===== config.mk =====
export PLATFORM = sky130hd
export DESIGN_NAME = ght_ram
export DESIGN_NICKNAME = d
export VERILOG_FILES = /design/src/assert_macros.svh /design/src/ght_ram.sv
export SDC_FILE = /design/constraint.sdc
export NUM_CORES = 2
export LEC_CHECK = 0
export ABC_AREA = 1
export BUFFER_PORTS_ARGS = -buffer_cell sky130_fd_sc_hd__buf_4
export CORE_MARGIN = 4
export CORE_UTILIZATION = 25
export CTS_CLUSTER_DIAMETER = 40
export DETAILED_ROUTE_END_ITERATION = 6
export PLACE_DENSITY = 0.44
export SYNTH_ARGS = -nofsm -noshare
export SYNTH_HDL_FRONTEND = slang
export SYNTH_SLANG_ARGS = --single-unit

===== constraint.sdc =====
create_clock -name clk_i -period 3.26 [get_ports clk_i]
set_input_delay 0 -clock clk_i [delete_from_list [all_inputs] [get_ports clk_i]]
set_output_delay 0 -clock clk_i [all_outputs]
set_load 0.005 [all_outputs]

===== src/assert_macros.svh =====
// Assertion helpers for the handle table RTL.
`ifndef ASSERT_MACROS_SVH
`define ASSERT_MACROS_SVH

// Checked on every rising edge of clk_i while rst_ni is high.
`define ASSERT_CLK(label, prop, msg) \
  label: assert property (@(posedge clk_i) disable iff (!rst_ni) (prop)) else $error(msg);

// Checked on every rising edge of clk_i, reset included.
`define ASSERT_ALWAYS(label, prop, msg) \
  label: assert property (@(posedge clk_i) (prop)) else $error(msg);

`endif


===== src/ght_ram.sv =====
`timescale 1ns / 1ps
`default_nettype none

module ght_ram #(
  parameter int WIDTH = 8,
  parameter int DEPTH = 256
) (
  input  wire logic                     clk_i,
  input  wire logic                     we_i,
  input  wire logic [$clog2(DEPTH)-1:0] waddr_i,
  input  wire logic [WIDTH-1:0]         wdata_i,
  input  wire logic                     re_i,
  input  wire logic [$clog2(DEPTH)-1:0] raddr_i,
  output      logic [WIDTH-1:0]         rdata_o
);

  logic [WIDTH-1:0] mem_q [DEPTH];

  always_ff @(posedge clk_i) begin
    if (we_i) begin
      mem_q[waddr_i] <= wdata_i;
    end
    if (re_i) begin
      rdata_o <= mem_q[raddr_i];
    end
  end

endmodule

`default_nettype wire


==> impl_results.md <==
* Status: complete, no violations
* Setup TNS at 0 ns
* Max-slew headroom at the worst pin at 12.5%
* Vias/cell at 4.66
* Worst hold path type: in -> reg
* Largest net degree at the start of global routing at 176
* Seq/Total Area, Yosys at 74.0%
* VDD IR max at 346 µV
* Worst EP required at 3.78 ns
* Nets@finish at 7348
* Pwr Density at 631 nW/µm²
* Crit path max fanout at 11
* DRT iter0 DRCs at 4565
* Max stage delay on crit path at 0.57 ns
* RSZ-0062 raised after global routing: false
* Hold endpoint: mem_q[145][6]
* Share of the synthesized area in the top cell type at 74.0%
* Synth async-reset ratio at 0%
* R2r setup slk at 0.77 ns
* Post-Syn Instances at 7003
* Syn avg cell area at 11.9 µm²
* GR Overflow Total at 0
* Row cnt at 211
* Final count of hold timing violations at 0
* DRC errors left at 0
* Top cells by count, synth: 2123 x nand2_1, 2056 x edfxtp_1, 2019 x nand3_1
* Crit Path Class: in -> reg
* Max-Cap Viols at 0
* Die W at 586 µm
* Vias in the first global route at 54900
* Worst setup SP type: input port
* Clock skew at 0.0541 ns
* First-pass GRT wire length at 394 mm
* Post-Syn Area at 83500 µm²
* Drt first pass iters at 5
* Ys flop type: edfxtp_1
* Setup Buffers After CTS at 0
* CP Data Arrival Time at 3.16 ns
* Post-synth cell types at 13
* Die Height at 586 µm
* Setup violators final at 0
* Min-delay src: waddr_i[5]
* Bufs on Longest Clock Path at 4
* Total number of vias at 55500
* Crit-path slowest cell: nand2_2
* Slew Viols, Final at 0
* Overall routed net length at 271 mm
* # clock sinks at 2056
* Reg-to-Reg Start: mem_q[247][2]
* Total CTS buffers at 285
* Gpl congestion at 0.833
* Core Area at 331000 µm²
* Die area at 343000 µm²
* Final std cells w/o fill at 11900
* Core Util, Final at 30.4%
* DRT antenna net count at 0
* Clk_lat worst skew at 0.83 ns
* Starting utilization of the core area at 25.2%
* Htree depth at 5
* Post-synth EDFFs at 2056
* Wire per inst at 22.7 µm
* CTS Root Cell: clkbuf_16
* Max frequency at 378 MHz
* CP Cell Sequence: dlygate4sd3_1, buf_4, nor2_1, dlygate4sd3_1, inv_1, nor2_1, nand2_2, buf_4, nor2_1, buf_4
* Worst slew pin tran at 1.31 ns
* FF-to-FF path depth at 11
* Yosys top cell by area: edfxtp_1
* Initial antenna violation count at 9
* Total GRT Usage at 15.4%
* TritonCTS clock tree: yes
* Nature of the critical path endpoint: flop
* Synth top area cells: edfxtp_1 74%, nand3_1 12%, nand2_1 9.5%, buf_2 1.6%, nor2_1 1.3%
* Yosys reg bits at 2056
* R2R Path End: rdata_o[2]
* Port Buffers at 34
* Placed Cells at 11400
* P&R area growth vs syn at 20.6%
* Setup crit start: waddr_i[0]
* Yosys warns at 0
* Lkg Pwr at 0.0350 µW
* Count of boundary I/O pins at 35
* WHS Path Cells at 6
* Hpwl dp at 164 mm
* Top-count cell post-synth: nand2_1
* Crit share post-route at 81.2%
* CTS clock-pin slew for the worst setup and hold paths at 0.06 ns
* Syn_nets at 7030
* Final worst path period need at 2.65 ns
* Fill count at 33300
* Share of post-route cells with drive strength above 1 at 12.6%
stage by stage:
| stage | cell area, µm² | hold slack (ns) | power, µW | setup slack, ns |
|---|---|---|---|---|
| floorplan | 83500 | 0.0989 | 31500 | 1.77 |
| global placement | 91200 | 0.404 | 33400 | 0.330 |
| detailed placement | 91200 | 0.402 | 33400 | 0.364 |
| CTS | 101000 | 0.00873 | 64200 | 0.683 |
| global route | 101000 | 0.0811 | 65600 | 0.538 |
| finish | 101000 | 0.0864 | 63500 | 0.613 |
worst max-delay path, delay by kind of cell:
kind / cells / cell delay (ns)
buffers and inverters: 6 / 1.94
and+or+nand+nor: 4 / 1.16
cells in the final DEF, fill, tap and decap left out, types with 16 or more instances in the layout:
cell type / synthesis / final
dlygate4sd3_1: 0 / 17
edfxtp_1: 2056 / 2056
nor2_1: 283 / 283
clkinv_2: 0 / 24
nand3_1: 2019 / 2019
nand2_1: 2123 / 2112
inv_6: 0 / 42
bufinv_16: 0 / 28
clkbuf_1: 112 / 31
inv_1: 36 / 34
clkinvlp_4: 0 / 33
buf_12: 0 / 65
clkinv_1: 0 / 34
clkbuf_16: 0 / 289
buf_4: 46 / 420
clkinv_4: 0 / 16
kinds of logic (layout without fill, tap and decap cells):
| kind of cell | count (synthesis) | after routing | synth area share (%) |
|---|---|---|---|
| AND/OR/NAND/NOR | 4425 | 4425 | 22.9 |
| buffers and inverters | 522 | 1056 | 3.12 |
| other | 0 | 1 | 0 |
| flip-flops | 2056 | 2056 | 74.0 |
metal layers:
| metal | part of all wire, % | track usage, % |
|---|---|---|
| met1 | 44 | 20.8 |
| met2 | 47 | 25.3 |
| met3 | 5.3 | 2.27 |
| met4 | 3.5 | 5.25 |
| met5 | 0.010 | 0 |
registers in the layout, summed over array words and instances (netlist names):
name     count
mem_q     2048
rdata_o      8
power by group:
group / internal [µW] / total, µW / switching, µW
sequential: 29200 / 29200 / 54.7
combinational: 910 / 3640 / 2730
clock: 18600 / 30600 / 12000
total: 48700 / 63500 / 14800
timing repair:
item,4_1_cts,5_1_grt
hold buffers,17,0
endpoints found under the hold margin,1397,0
gates resized for setup,0,0
worst max-delay path by stage:
stage                     to  slack (ns)
6_report        mem_q[20][2]        0.61
5_1_grt        mem_q[100][2]        0.54
4_1_cts        mem_q[100][2]        0.68
3_5_place_dp      rdata_o[1]        0.36
3_3_place_gp      rdata_o[1]        0.33
2_1_floorplan  mem_q[162][0]        1.77
cell type report:
type                            instances  area (µm²)  share of cell area (%)
Sequential cell                      2056       61700                    61.3
Multi-Input combinational cell       4425       19200                    19.0
Clock buffer                          320        7350                    7.30
Tap cell                             4366        5460                    5.43
Timing Repair Buffer                  514        4800                    4.77
Clock inverter                        183        1960                    1.95
Inverter                               39         183                   0.181
Antenna cell                            1        2.50                 0.00249
(Power assumes the default switching activity.)
